`src/rtl/slru_pkg.sv`:
```
// ============================================================================
// slru_pkg
// Shared types and constants for the set-associative LRU cache simulator.
// ============================================================================
`default_nettype none

package slru_pkg;

  // Default geometry limits
  localparam int DEF_MAX_SET_BITS = 6;
  localparam int DEF_MAX_WAYS     = 8;
  localparam int DEF_STAMP_WIDTH  = 32;

  // Fixed field widths
  localparam int ADDR_W  = 64;
  localparam int CNT_W   = 32;
  localparam int SETB_W  = 3;
  localparam int BLKB_W  = 5;
  localparam int WAYS_W  = 4;
  localparam int CFG_IDX_W  = 2;
  localparam int CFG_DATA_W = 5;

  // Output tdata: hit, miss, eviction, three totals, zero-filled to bytes
  localparam int RES_BITS   = 3 + 3 * CNT_W;
  localparam int M_TDATA_W  = ((RES_BITS + 7) / 8) * 8;
  localparam int M_PAD_W    = M_TDATA_W - RES_BITS;

  // Access queue between front and back
  localparam int QUEUE_DEPTH = 4;

  // Configuration register indexes
  typedef enum logic [CFG_IDX_W-1:0] {
    CFG_SET_BITS   = 2'd0,
    CFG_BLOCK_BITS = 2'd1,
    CFG_WAYS       = 2'd2
  } cfg_index_t;

  // One result item
  typedef struct packed {
    logic             last;
    logic [CNT_W-1:0] eviction_total;
    logic [CNT_W-1:0] miss_total;
    logic [CNT_W-1:0] hit_total;
    logic             eviction;
    logic             miss;
    logic             hit;
  } slru_result_t;

endpackage

`default_nettype wire

```
`src/rtl/slru_front.sv`:
```
// ============================================================================
// slru_front
// Accepts input items, splits a modify into two accesses and derives the
// set index and tag of each access for the back end.
// ============================================================================
`default_nettype none

module slru_front #(
  parameter int MAX_SET_BITS = slru_pkg::DEF_MAX_SET_BITS,
  parameter int SET_W        = (MAX_SET_BITS > 0) ? MAX_SET_BITS : 1,
  parameter int QW           = SET_W + slru_pkg::ADDR_W + 1
) (
  input  wire logic                        clk,
  input  wire logic                        rst,
  input  wire logic [slru_pkg::SETB_W-1:0] set_bits,
  input  wire logic [slru_pkg::BLKB_W-1:0] block_bits,
  input  wire logic                        clr_busy,
  input  wire logic                        s_tvalid,
  output logic                             s_tready,
  input  wire logic                        s_op,
  input  wire logic [slru_pkg::ADDR_W-1:0] s_addr,
  output logic                             push_valid,
  input  wire logic                        push_ready,
  output logic [QW-1:0]                    push_data
);

  localparam int SB_CLOG = $clog2(MAX_SET_BITS + 1);
  localparam int SB_W    = (SB_CLOG > slru_pkg::SETB_W) ? SB_CLOG : slru_pkg::SETB_W;
  localparam int SH_W    = 7;
  localparam int AW      = slru_pkg::ADDR_W;

  logic [SB_W-1:0]  sbx;
  logic [SB_W-1:0]  sb;
  logic [AW-1:0]    shifted;
  logic [AW-1:0]    set_mask;
  logic [AW-1:0]    set_full;
  logic [SET_W-1:0] set_idx;
  logic [AW-1:0]    tag;
  logic             accept;

  // Second access of a modify waits here
  logic             rep_valid;
  logic [SET_W-1:0] rep_set;
  logic [AW-1:0]    rep_tag;

  // Address split with clamped set bit count
  always_comb begin
    sbx      = SB_W'(set_bits);
    sb       = (sbx > SB_W'(MAX_SET_BITS)) ? SB_W'(MAX_SET_BITS) : sbx;
    shifted  = s_addr >> block_bits;
    set_mask = (AW'(1) << sb) - AW'(1);
    set_full = shifted & set_mask;
    set_idx  = set_full[SET_W-1:0];
    tag      = s_addr >> (SH_W'(block_bits) + SH_W'(sb));
  end

  assign s_tready   = !clr_busy && !rep_valid && push_ready;
  assign accept     = s_tvalid && s_tready;
  assign push_valid = rep_valid || accept;
  // Queue entry: tag low, then set, last on top
  assign push_data  = rep_valid ? {1'b1, rep_set, rep_tag} : {!s_op, set_idx, tag};

  always_ff @(posedge clk) begin
    if (rst) begin
      rep_valid <= 1'b0;
    end else begin
      if (rep_valid && push_ready) begin
        rep_valid <= 1'b0;
      end
      if (accept && s_op) begin
        rep_valid <= 1'b1;
        rep_set   <= set_idx;
        rep_tag   <= tag;
      end
    end
  end

endmodule

`default_nettype wire

```
`config.mk`:
```
export PLATFORM = sky130hd
export DESIGN_NAME = slru_front
export DESIGN_NICKNAME = d
export VERILOG_FILES = /design/src/rtl/slru_pkg.sv /design/src/rtl/slru_front.sv
export SDC_FILE = /design/constraint.sdc
export NUM_CORES = 1
export LEC_CHECK = 0
export ABC_AREA = 0
export BUFFER_PORTS_ARGS = -buffer_cell sky130_fd_sc_hd__buf_2
export CORE_ASPECT_RATIO = 0.7
export CORE_MARGIN = 5
export CORE_UTILIZATION = 30
export DETAILED_ROUTE_END_ITERATION = 8
export GPL_TIMING_DRIVEN = 0
export PLACE_DENSITY_LB_ADDON = 0.1
export SLEW_MARGIN = 40
export SYNTH_ARGS = -nofsm -noshare
export SYNTH_HDL_FRONTEND = slang
export SYNTH_SLANG_ARGS = --single-unit
```
`constraint.sdc`:
```
create_clock -name clk -period 7.83 [get_ports clk]
set_input_delay 2.349 -clock clk [delete_from_list [all_inputs] [get_ports clk]]
set_output_delay 2.349 -clock clk [all_outputs]
set_load 0.02 [all_outputs]
```
==> results by group <==
Status
  – Outcome: finished with violations
  – Violated checks: setup timing

Logic synthesis
  – Synthesized instance count: ~910
  – Main combinational cell family by area after synthesis: multiplexers
  – Synth area leaders: edfxtp_1 24%, mux4_2 19%, mux2i_1 6.2%, nand2_1 4.6%, mux2_2 3.8%
  – Synth cell types: a little over 70
  – Top-count cell post-synth: nand2_1
  – Ys async rst share: 0%
  – Post-synthesis adder-cell area fraction: less than 1%
  – Yosys top cell by area: edfxtp_1
  – Synth top cells by count: 109 x nand2_1, 74 x mux4_2, 70 x edfxtp_1
  – Post-synthesis compound-gate area fraction: 23.7%
  – EDFF count, synth: 70
  – Post-synthesis xor/xnor area fraction: less than 1%
  – Mux cell area share after synthesis: 30.3%
  – Cell area after synthesis: 8850 µm²
  – Seq/Total Area, Yosys: 24.0%
  – Syn. warnings: 0
  – #FFs+latches synth: 71
  – Synthesized Nets: 991
  – Avg Cell Area, Syn: ~9.7 µm²
  – Yosys top cell area share: between 20% and 30%
  – Ys flop type: edfxtp_1
  – Fraction of the mapped netlist area in simple logic gates: around 15%

Setup path
  – R2r startpoint: rep_valid
  – Crit path depth: 16
  – Worst setup path startpoint: set_bits[1]
  – Buffer and inverter count on the worst path: 6
  – R2r setup slk: 4.85 ns
  – FF-to-FF End: rep_tag[58]
  – Critical path type: in -> out
  – Cells along the critical path: buf_12 > nand2_4 > and2_4 > ha_4 > inv_2 > fa_1 > buf_6 > buf_12 > buf_12 > mux4_2 > and2_4 > o211a_1 > o211ai_1 > o211ai_1 > mux2_4 > buf_6
  – Worst setup EP type: output port
  – Critical path's slowest cell: fa_1
  – CP endpoint: push_data[16]
  – Most used cell, CP: buf_12
  – R2R depth: 9
  – Startpoint Class: primary input
  – Critical path's largest stage delay: 0.49 ns
  – CP delay by family, top: compound AO/OA/AOI/OAI gates
  – CP arrival: 5.62 ns
  – Top fanout value on the critical path: 6
  – WP data required: 5.48 ns

Global route
  – Grt total ovfl: 0
  – Global routing usage on met2: about a third
  – Vias in the first global route: 9080
  – Gr usage total: 25.2%
  – Largest net degree at the start of global routing: 13
  – Grt met3 use: 8.12%
  – GR Util met1: 38.7%
  – GRT busiest layer: met1
  – Initial antenna violation count: 0
  – First-pass GRT wire length: 62.6 mm

Timing
  – Period utilization: 102%
  – Actual slew at the worst max-slew pin: 0.879 ns
  – Clk_skew: 0.0109 ns
  – Slew Limit Fails: 0
  – Count of final hold-check violations: 0
  – Slew HR: 41.4%
  – Period minus WS final: 7.96 ns
  – Fin Setup TNS: -0.499 ns
  – Max Clk Rate: between 100 and 150 MHz
  – Final setup violating endpoints: 9
  – Final WS setup: -0.134 ns
  – RSZ-0062 raised after global routing: true

Power
  – PnR Total Power: ~2.5 mW
  – Power per Cell Area: ~210 nW/µm²
  – Lkg Pwr: 4.73 nW
  – Maximum vdd drop: 94.6 µV

Placed design
  – Final Wtd Congestion: just under 1
  – PortBufs: 150
  – Placed cell count: between 1000 and 1500
  – Detail Placement HPWL: 34.1 mm

Die
  – Die ar.: 33100 µm²
  – Cell row count: 52
  – Num ports: 151
  – Core area: 29000 µm²
  – Die H: about 150 µm
  – Initial Util: a little under a third
  – Die W: between 200 and 250 µm

Routing
  – First drt pass iteration count: 6
  – Total number of vias: 9607
  – Total Wirelength: 43.4 mm
  – ANT nets after route: 0
  – Avg WL per Cell: approximately 28 µm
  – Vias per Instance: 6.20
  – Number of remaining DRC errors: 0
  – First DRT Iteration DRCs: approximately 1200

CTS
  – Total CTS buffers: 9
  – CTS Root Cell: clkbuf_16
  – CTS Hold Buffers Added: 0
  – Sink Count: 71
  – Clock buffer depth: 2
  – Clock latency at the later pin of the worst-skew pair: approximately 0.37 ns
  – CTS tree: done
  – H-tree levels: 3
  – Clock transition at the registers of the reported paths: 0.05 ns

Finish
  – Nets: 1249
  – Filler-free cell count of the finished design: between 1500 and 2000
  – # diodes: 0
  – Fraction of layout cells with a size suffix above 1: between 40 and 50%
  – Layout area overhead: 35.9%
  – Final Core Density: 41.5%

Hold path
  – Hold Crit Class: reg -> reg

Flow run
  – Max Cap Viol: 0
sequential cells by signal, indices dropped and copies added (netlist names):
| signal | cells |
|---|---|
| rep_tag | 64 |
| rep_set | 6 |
| rep_valid | 1 |
where the power goes:
part	internal (mW)	total [mW]	switching (mW)
sequential	0.446	0.447	0.00115
clock	0.276	0.452	0.176
combinational	0.686	1.63	0.947
worst min path at each step:
stage / cells after the start / startpoint / to
after CTS: 4 / rep_valid / rep_tag[33]
after global placement: 4 / rep_valid / rep_valid
after floorplan: 4 / rep_valid / rep_valid
final: 4 / rep_valid / rep_tag[33]
after detailed placement: 4 / rep_valid / rep_tag[33]
after global routing: 4 / rep_valid / rep_tag[32]
worst reg2reg max path, stage by stage, from the launching register on:
cell      delay [ns]
dfxtp_1         0.31
clkbuf_1        0.30
nor3b_1         0.33
nand2_1         0.15
nor3b_4         0.46
buf_4           0.30
buf_4           0.24
buf_4           0.23
buf_6           0.16
buf_4           0.20
layout make-up:
| cell class | instances | area, µm² |
|---|---|---|
| plain buffers | 94 | 594 |
| flip-flops and latches | 71 | 2120 |
| inverters | 5 | 22.5 |
| clock inverters | 6 | 86.3 |
| clock buffers | 9 | 225 |
| multi-input cells | 739 | 6820 |
| well taps | 378 | 473 |
| fillers | 2918 | 17000 |
| repair buffers | 247 | 1700 |
routing by layer:
metal | vias to the layer above | part of all wire, %
met3 | 54 | 11
met5 | - | 0.29
met2 | 547 | 41
met4 | 2 | 1.4
li1 | 4149 | -
met1 | 4855 | 47
placed cells by master, fill, tap and decap left out, types with 8 or more instances in the layout:
master,Yosys,routed
a211oi_1,24,14
a211oi_2,1,8
a21oi_1,32,23
a21oi_2,2,11
a221o_1,8,8
a22o_1,16,15
a22oi_1,32,21
a22oi_2,0,11
and2_1,43,26
and2_4,2,20
buf_2,25,148
buf_4,7,104
buf_6,8,24
clkbuf_1,42,28
clkbuf_16,0,9
clkbuf_2,0,12
edfxtp_1,70,70
mux2_2,30,22
mux2_4,0,8
mux2i_1,55,52
mux4_2,74,78
nand2_1,109,88
nand2_2,0,18
nand2b_1,12,12
nand3_1,19,18
nor2_1,65,51
nor2_2,1,12
nor2b_1,8,8
o211ai_1,21,21
o21ai_0,32,25
o221ai_1,13,8
o22ai_1,22,18
o31a_1,8,8
o31ai_1,18,16
what timing repair did:
| action | in CTS | in global routing |
|---|---|---|
| setup buffers | 70 | 19 |
| endpoints found under the setup margin | 59 | 49 |
| pin swaps | 62 | 34 |
| resized for setup | 177 | 72 |
| cloned | 3 | 0 |
through the flow:
stage | cell area [µm²] | setup WS [ns] | hold WS (ns)
after floorplan | 8860 | 0.298 | 1.10
after global placement | 10100 | -0.723 | 1.66
after detailed placement | 10200 | -0.705 | 1.38
after CTS | 11700 | -0.0917 | 1.39
after global routing | 12000 | -0.140 | 1.47
final | 12000 | -0.134 | 1.37
kinds of logic after synthesis:
| kind of cell | count (synthesis) |
|---|---|
| multiplexers | 164 |
| AO/OA/AOI/OAI | 282 |
| flip-flops | 71 |
| XOR/XNOR | 4 |
| AND/OR/NAND/NOR | 285 |
| buffers and inverters | 99 |
| adder cells (fa/ha/maj) | 4 |
Note: power is estimated with default switching activity, not from simulation.
