File: src/rtl/slru_pkg.sv
// ============================================================================
// slru_pkg
// Shared types and constants for the set-associative LRU cache simulator.
// ============================================================================
`default_nettype none

package slru_pkg;

  // Default geometry limits
  localparam int DEF_MAX_SET_BITS = 6;
  localparam int DEF_MAX_WAYS     = 8;
  localparam int DEF_STAMP_WIDTH  = 32;

  // Fixed field widths
  localparam int ADDR_W  = 64;
  localparam int CNT_W   = 32;
  localparam int SETB_W  = 3;
  localparam int BLKB_W  = 5;
  localparam int WAYS_W  = 4;
  localparam int CFG_IDX_W  = 2;
  localparam int CFG_DATA_W = 5;

  // Output tdata: hit, miss, eviction, three totals, zero-filled to bytes
  localparam int RES_BITS   = 3 + 3 * CNT_W;
  localparam int M_TDATA_W  = ((RES_BITS + 7) / 8) * 8;
  localparam int M_PAD_W    = M_TDATA_W - RES_BITS;

  // Access queue between front and back
  localparam int QUEUE_DEPTH = 4;

  // Configuration register indexes
  typedef enum logic [CFG_IDX_W-1:0] {
    CFG_SET_BITS   = 2'd0,
    CFG_BLOCK_BITS = 2'd1,
    CFG_WAYS       = 2'd2
  } cfg_index_t;

  // One result item
  typedef struct packed {
    logic             last;
    logic [CNT_W-1:0] eviction_total;
    logic [CNT_W-1:0] miss_total;
    logic [CNT_W-1:0] hit_total;
    logic             eviction;
    logic             miss;
    logic             hit;
  } slru_result_t;

endpackage

`default_nettype wire

File: src/rtl/slru_queue.sv
// ============================================================================
// slru_queue
// Small register FIFO carrying decoded accesses from front to back.
// ============================================================================
`default_nettype none

module slru_queue #(
  parameter int W     = 8,
  parameter int DEPTH = slru_pkg::QUEUE_DEPTH
) (
  input  wire logic         clk,
  input  wire logic         rst,
  input  wire logic         push_valid,
  output logic              push_ready,
  input  wire logic [W-1:0] push_data,
  output logic              pop_valid,
  input  wire logic         pop_ready,
  output logic [W-1:0]      pop_data
);

  localparam int PTR_W = (DEPTH > 1) ? $clog2(DEPTH) : 1;
  localparam int CNT_W = $clog2(DEPTH + 1);

  logic [W-1:0]     q_mem [DEPTH];
  logic [PTR_W-1:0] wr_ptr;
  logic [PTR_W-1:0] rd_ptr;
  logic [CNT_W-1:0] count;
  logic             do_push;
  logic             do_pop;

  assign push_ready = (count != CNT_W'(DEPTH));
  assign pop_valid  = (count != '0);
  assign pop_data   = q_mem[rd_ptr];
  assign do_push    = push_valid && push_ready;
  assign do_pop     = pop_valid && pop_ready;

  // Storage
  always_ff @(posedge clk) begin
    if (do_push) begin
      q_mem[wr_ptr] <= push_data;
    end
  end

  // Pointers and fill count
  always_ff @(posedge clk) begin
    if (rst) begin
      wr_ptr <= '0;
      rd_ptr <= '0;
      count  <= '0;
    end else begin
      if (do_push) begin
        wr_ptr <= (wr_ptr == PTR_W'(DEPTH - 1)) ? '0 : wr_ptr + 1'b1;
      end
      if (do_pop) begin
        rd_ptr <= (rd_ptr == PTR_W'(DEPTH - 1)) ? '0 : rd_ptr + 1'b1;
      end
      case ({do_push, do_pop})
        2'b10:   count <= count + 1'b1;
        2'b01:   count <= count - 1'b1;
        default: count <= count;
      endcase
    end
  end

endmodule

`default_nettype wire

File: config.mk
export PLATFORM = sky130hd
export DESIGN_NAME = slru_queue
export DESIGN_NICKNAME = d
export VERILOG_FILES = /design/src/rtl/slru_pkg.sv /design/src/rtl/slru_queue.sv
export SDC_FILE = /design/constraint.sdc
export NUM_CORES = 1
export LEC_CHECK = 0
export BUFFER_PORTS_ARGS = -buffer_cell sky130_fd_sc_hd__buf_2
export CAP_MARGIN = 20
export CORE_ASPECT_RATIO = 0.8
export CORE_MARGIN = 2
export CORE_UTILIZATION = 30
export DETAILED_ROUTE_END_ITERATION = 12
export GPL_TIMING_DRIVEN = 0
export SYNTH_ARGS = -nofsm -noshare
export SYNTH_HDL_FRONTEND = slang
export SYNTH_SLANG_ARGS = --single-unit
File: constraint.sdc
create_clock -name clk -period 5.7 [get_ports clk]
set_clock_uncertainty 0.05 [all_clocks]
set_input_delay 0.57 -clock clk [delete_from_list [all_inputs] [get_ports clk]]
set_output_delay 0.57 -clock clk [all_outputs]
set_load 0.03 [all_outputs]
==> flow_summary.json, run 1 <==
{
  "grt_overflow": 0,
  "dp_hpwl_mm": 1.95,
  "drive_gt1_share_pct": 35.5,
  "hold_viol_final": 0,
  "cpLargestDelayFamily": "simple AND/OR/NAND/NOR gates",
  "slew_violations": 0,
  "syn-instance-count": 94,
  "grt_pass1_wl_mm": 4.40,
  "power_frac_seq_pct": 44.5,
  "synth_top_area_share_pct": 58.4,
  "fp.dieH_um": 70.3,
  "portBuffers": 20,
  "start_util_pct": 30.6,
  "swShare_pct": 31.3,
  "worst_skew_pair.late_latency_ps": 280,
  "ys_top_cells_by_area": "edfxtp_1, dfxtp_1, mux4_2",
  "rows": 24,
  "min_period_over_period_pct": 44.0,
  "rsz0062_at_grt": "false",
  "cts_hold_buf": 0,
  "place.gp.congestion": 0.641,
  "tightestPinTransition_ps": 630,
  "power_frac_comb_pct": 30.6,
  "yosysWarnings": 0,
  "cts_tree": "done",
  "irDropWorstVdd_mv": 0.213,
  "path_buf_inv": 2,
  "worst-r2r-cell-count": 9,
  "nFillCells": 517,
  "fin_tns_setup_ps": 0,
  "hold_depth": 1,
  "antenna_found_initial": 0,
  "synth.ff_latch_count": 41,
  "clkTransAtPathRegs_ps": 70,
  "clockBufferDepth": 2,
  "cts_max_level": 2,
  "slowest_stage": "or3_2",
  "clock-root-buffer": "clkbuf_8",
  "grt_pass1_vias": 924,
  "slew_headroom_pct": 57.7,
  "timing.hold.ws_ps": 450,
  "final_common_cell": "edfxtp_1",
  "leakage_nw": 0.711,
  "final_cell_mix": "edfxtp_1, buf_2, dfxtp_1",
  "cp.arrival_ps": 2670,
  "cts_resized": 0,
  "drt_wl_total_mm": 2.73,
  "timing.fmax_ghz": 0.399,
  "syn_avg_cell_area_um2": 17.5,
  "die_width_um": 86.8,
  "wl_per_cell_um": 14.7,
  "hold_start": "push_data[3]",
  "p_switching_w": 0.000270,
  "finalSetupViolCount": 0,
  "cts_sinks": 41,
  "dieArea_um2": 6100,
  "synth_cell_type_count": 25,
  "hp-class": "input pin to register",
  "drt_iter0_drc": 74,
  "track_usage_pct": 9.73,
  "power.density_nw_per_um2": 447,
  "placed_area_um2": 1830,
  "cap_violations": 0,
  "rrSetupSlack_ps": 3190,
  "numCtsBuffers": 5,
  "syn_nets": 113,
  "cp-start-kind": "register",
  "whs_endpoint": "q_mem[0][3]$_DFFE_PP_",
  "diodes": 0,
  "pwr-share-clk_pct": 25.0,
  "drt_first_pass_iters": 4,
  "cts_setup_buffers": 0,
  "power.internal_w": 0.000594,
  "routed_via_density": 4.71,
  "area_growth_pct": 17.3,
  "route.antenna.remaining_nets": 0,
  "drc": 0,
  "status": "finished clean",
  "netlist_area_um2": 1650,
  "grt_start_max_net_pins": 13,
  "boundaryPins": 22,
  "path_cells": "or3b_1, buf_6, nand2_2, ha_1, inv_1, fa_1, xor2_1, or3_2, a21oi_1",
  "r2r_end": "count[2]$_SDFFE_PP0P_",
  "final_core_util_pct": 35.9,
  "crit_type": "register to register",
  "core_area_um2": 5380,
  "nets": 140,
  "period_minus_slack_ps": 2510,
  "final_area_um2": 1930,
  "yosysSeqAreaShare_pct": 69.3,
  "required_ps": 5860,
  "cp_slowest_stage_delay_ps": 410,
  "rr_startpoint": "count[2]$_SDFFE_PP0P_",
  "crit_path_end_kind": "register",
  "path_max_fanout": 7,
  "yosysTopAreaCell": "edfxtp_1",
  "vias": 876
}
-- power by group through the flow --
stage                     clock, W  combinational, W  sequential (W)
after floorplan                  0          0.000203        0.000384
after global placement           0          0.000255        0.000386
after detailed placement         0          0.000269        0.000391
after CTS                 0.000225          0.000270        0.000384
after global routing      0.000237          0.000288        0.000389
final                     0.000216          0.000264        0.000384
-- layer usage --
layer	vias up	global-route usage, %	wire [µm]
li1	406	-	-
met1	446	11.4	1100
met2	22	16.0	1430
met3	2	4.49	195
met4	0	2.60	7
met5	-	0	0
-- cell families after synthesis --
group	count (synthesis)	synth area share, %
AO/OA/AOI/OAI	7	2.74
flip-flops	41	69.3
AND/OR/NAND/NOR	17	6.15
multiplexers	10	12.2
adder cells (fa/ha/maj)	7	5.78
XOR/XNOR	2	1.06
buffers and inverters	10	2.81
-- registers in the layout, summed over array words and instances, names as in the netlist, named ones only --
name,count
count,3
q_mem,32
rd_ptr,2
wr_ptr,2
-- area by class of cell --
class                      instances  area, µm²  area share [%]
multi-input combinational         43        459            23.8
clock buffer                       5       68.8            3.56
sequential                        41       1140            59.1
inverter                           6       22.5            1.17
clock inverter                     2       35.0            1.81
tap                               65       81.3            4.21
buffer                             4       23.8            1.23
timing repair buffer              20        100            5.18
-- synthesized netlist by cell type, drive strengths merged --
library cell   n
edfxtp        32
dfxtp          9
mux4           8
ha             6
inv            6
and3           4
buf            4
nor2           4
or3            4
a21oi          3
mux2i          2
nand2          2
nand2b         2
o21ai          2
xor2           2
a211o          1
fa             1
o31ai          1
or3b           1
-- through the flow --
| step | total power, W | setup WS, ps | std cells |
|---|---|---|---|
| 2_1_floorplan | 0.000587 | 3370 | 94 |
| 6_report | 0.000864 | 3190 | 186 |
| 3_5_place_dp | 0.000660 | 3210 | 179 |
| 3_3_place_gp | 0.000642 | 3340 | 179 |
| 5_1_grt | 0.000914 | 3070 | 186 |
| 4_1_cts | 0.000879 | 3190 | 186 |
-- worst max path at each step --
stage                     startpoint               endpoint  slack, ps  cells past startpoint
2_1_floorplan  count[2]$_SDFFE_PP0P_  count[2]$_SDFFE_PP0P_       3370                      9
3_3_place_gp   count[2]$_SDFFE_PP0P_  count[2]$_SDFFE_PP0P_       3340                      9
3_5_place_dp   count[2]$_SDFFE_PP0P_  count[2]$_SDFFE_PP0P_       3210                      9
4_1_cts        count[2]$_SDFFE_PP0P_  count[2]$_SDFFE_PP0P_       3190                      9
5_1_grt        count[2]$_SDFFE_PP0P_  count[2]$_SDFFE_PP0P_       3070                      9
6_report       count[2]$_SDFFE_PP0P_  count[2]$_SDFFE_PP0P_       3190                      9
No activity file was read; power rests on OpenSTA's default activity.
==> run 2: changes to the inputs <==
==> constraint.sdc (replaced) <==
create_clock -name clk -period 2.4 [get_ports clk]
set_clock_uncertainty 0.05 [all_clocks]
set_input_delay 0.24 -clock clk [delete_from_list [all_inputs] [get_ports clk]]
set_output_delay 0.24 -clock clk [all_outputs]
set_load 0.03 [all_outputs]
==> run 2 against run 1 <==
Net effect: global-route usage increased by 0.050 points; via count decreased by 0.46%; combinational power increased to 2.6 times the previous value; fmax increased by 7.7%; power increased by 140%; core utilization increased by 1.0 points; cell area increased by 2.9%; hold slack got worse by 330 ps; non-clock buffer count increased by 1; clock power increased by 140%; largest cell class unchanged.
==> flow_summary.json, run 2 (synthesis results as in run 1) <==
{
  "status": "finished clean",
  "drt_wl_total_mm": 2.82,
  "required_ps": 2560,
  "power.internal_w": 0.00145,
  "boundaryPins": 22,
  "path_max_fanout": 6,
  "start_util_pct": 30.6,
  "wl_per_cell_um": 15.1,
  "drive_gt1_share_pct": 41.8,
  "crit_type": "register to register",
  "core_area_um2": 5380,
  "drt_first_pass_iters": 3,
  "slowest_stage": "or3_2",
  "dp_hpwl_mm": 1.95,
  "grt_start_max_net_pins": 13,
  "cts_tree": "done",
  "slew_headroom_pct": 66.5,
  "placed_area_um2": 1830,
  "portBuffers": 20,
  "hp-class": "input pin to register",
  "rrSetupSlack_ps": 70,
  "grt_pass1_vias": 917,
  "final_cell_mix": "edfxtp_1, buf_2, mux4_2",
  "clock-root-buffer": "clkbuf_8",
  "period_minus_slack_ps": 2330,
  "timing.hold.ws_ps": 120,
  "area_growth_pct": 20.7,
  "cp_slowest_stage_delay_ps": 420,
  "worst-r2r-cell-count": 9,
  "cap_violations": 0,
  "largestRegisters": "q_mem: 32 flops, count: 3 flops",
  "cts_max_level": 2,
  "cpLargestDelayFamily": "simple AND/OR/NAND/NOR gates",
  "fp.dieH_um": 70.3,
  "irDropWorstVdd_mv": 0.515,
  "crit_path_end_kind": "register",
  "p_switching_w": 0.000665,
  "numCtsBuffers": 5,
  "min_period_over_period_pct": 97.0,
  "vias": 872,
  "rr_startpoint": "count[0]$_SDFFE_PP0P_",
  "slew_violations": 0,
  "largest_reg_flops": 32,
  "leakage_nw": 0.719,
  "crit_start": "count[0]$_SDFFE_PP0P_",
  "place.gp.congestion": 0.641,
  "pwr-share-clk_pct": 24.2,
  "route.antenna.remaining_nets": 0,
  "rows": 24,
  "finalPower_w": 0.00212,
  "path_buf_inv": 2,
  "power.density_nw_per_um2": 1070,
  "tightestPinTransition_ps": 502,
  "diodes": 0,
  "r2r_end": "count[2]$_SDFFE_PP0P_",
  "cp-start-kind": "register",
  "antenna_found_initial": 0,
  "swShare_pct": 31.4,
  "timing.fmax_ghz": 0.429,
  "path_cells": "or3b_1, buf_6, nand2_8, ha_4, inv_1, fa_2, xor2_1, or3_2, a21oi_2",
  "final_common_cell": "edfxtp_1",
  "path_depth": 9,
  "power_frac_seq_pct": 43.9,
  "clkTransAtPathRegs_ps": 70,
  "dieArea_um2": 6100,
  "crit_end": "count[2]$_SDFFE_PP0P_",
  "pre_cts_ws_ps": -91.1,
  "nFillCells": 510,
  "die_width_um": 86.8,
  "final_area_um2": 1990,
  "drt_iter0_drc": 78,
  "regMostFlops": "q_mem",
  "grt_overflow": 0,
  "drc": 0,
  "nets": 141,
  "clockBufferDepth": 2,
  "hold_viol_final": 0,
  "grt_pass1_wl_mm": 4.41,
  "fin_ws_ps": 71.2,
  "track_usage_pct": 9.78,
  "cts_hold_buf": 0,
  "routed_via_density": 4.66,
  "worst_skew_pair.late_latency_ps": 280,
  "power_frac_comb_pct": 31.9,
  "cp.arrival_ps": 2490,
  "finalSetupViolCount": 0,
  "cts_sinks": 41
}
## run 2: how the worst min path moves through the flow
stage / slack [ps] / from / to / cells past startpoint
2_1_floorplan: 290 / push_data[0] / q_mem[0][0]$_DFFE_PP_ / 0
3_3_place_gp: 400 / push_data[3] / q_mem[2][3]$_DFFE_PP_ / 1
3_5_place_dp: 410 / push_data[3] / q_mem[0][3]$_DFFE_PP_ / 1
4_1_cts: 110 / push_data[3] / q_mem[0][3]$_DFFE_PP_ / 1
5_1_grt: 110 / push_data[3] / q_mem[0][3]$_DFFE_PP_ / 1
6_report: 120 / push_data[3] / q_mem[0][3]$_DFFE_PP_ / 1
## run 2: area by class of cell
cell class,instances,area (µm²),area share (%)
inverter,6,22.5,1.13
clock buffer,5,68.8,3.46
timing repair buffer,21,108,5.41
clock inverter,2,35.0,1.76
tap,65,81.3,4.09
buffer,4,23.8,1.20
sequential,41,1150,58.0
multi-input combinational,43,497,25.0
## run 2: power groups by stage
| stage | clock network (W) | registers, W | logic (W) |
|---|---|---|---|
| 3_3_place_gp | 0 | 0.000917 | 0.000606 |
| 6_report | 0.000513 | 0.000929 | 0.000675 |
| 3_5_place_dp | 0 | 0.000929 | 0.000638 |
| 4_1_cts | 0.000534 | 0.000916 | 0.000668 |
| 2_1_floorplan | 0 | 0.000913 | 0.000482 |
| 5_1_grt | 0.000563 | 0.000942 | 0.000733 |
## run 2: worst reg2reg max path, stage by stage (launching register included)
cell and delay (ps):
dfxtp_4 370, or3b_1 390, buf_6 150, nand2_8 80
ha_4 140, inv_1 50, fa_2 330, xor2_1 150
or3_2 420, a21oi_2 130
## run 2: stage by stage
step / instances / TNS (ps) / util (%)
after floorplan: 94 / 0 / -
after global placement: 179 / 0 / 34.0
after detailed placement: 179 / -91.1 / 34.0
after CTS: 186 / 0 / 36.4
after global routing: 187 / -1.97 / 37.0
final: 187 / 0 / 37.0
## run 2: routing by layer
layer | up-vias | routed length (µm) | track usage [%]
met1 | 443 | 1140 | 11.7
met5 | - | 0 | 0
li1 | 407 | - | -
met2 | 20 | 1480 | 15.9
met4 | 0 | 7 | 2.60
met3 | 2 | 190 | 4.49
## run 2: repair_timing
item | 4_1_cts | 5_1_grt
pin swaps | 0 | 2
resized for setup | 6 | 7
setup endpoints to repair | 1 | 1
setup buffers | 0 | 1
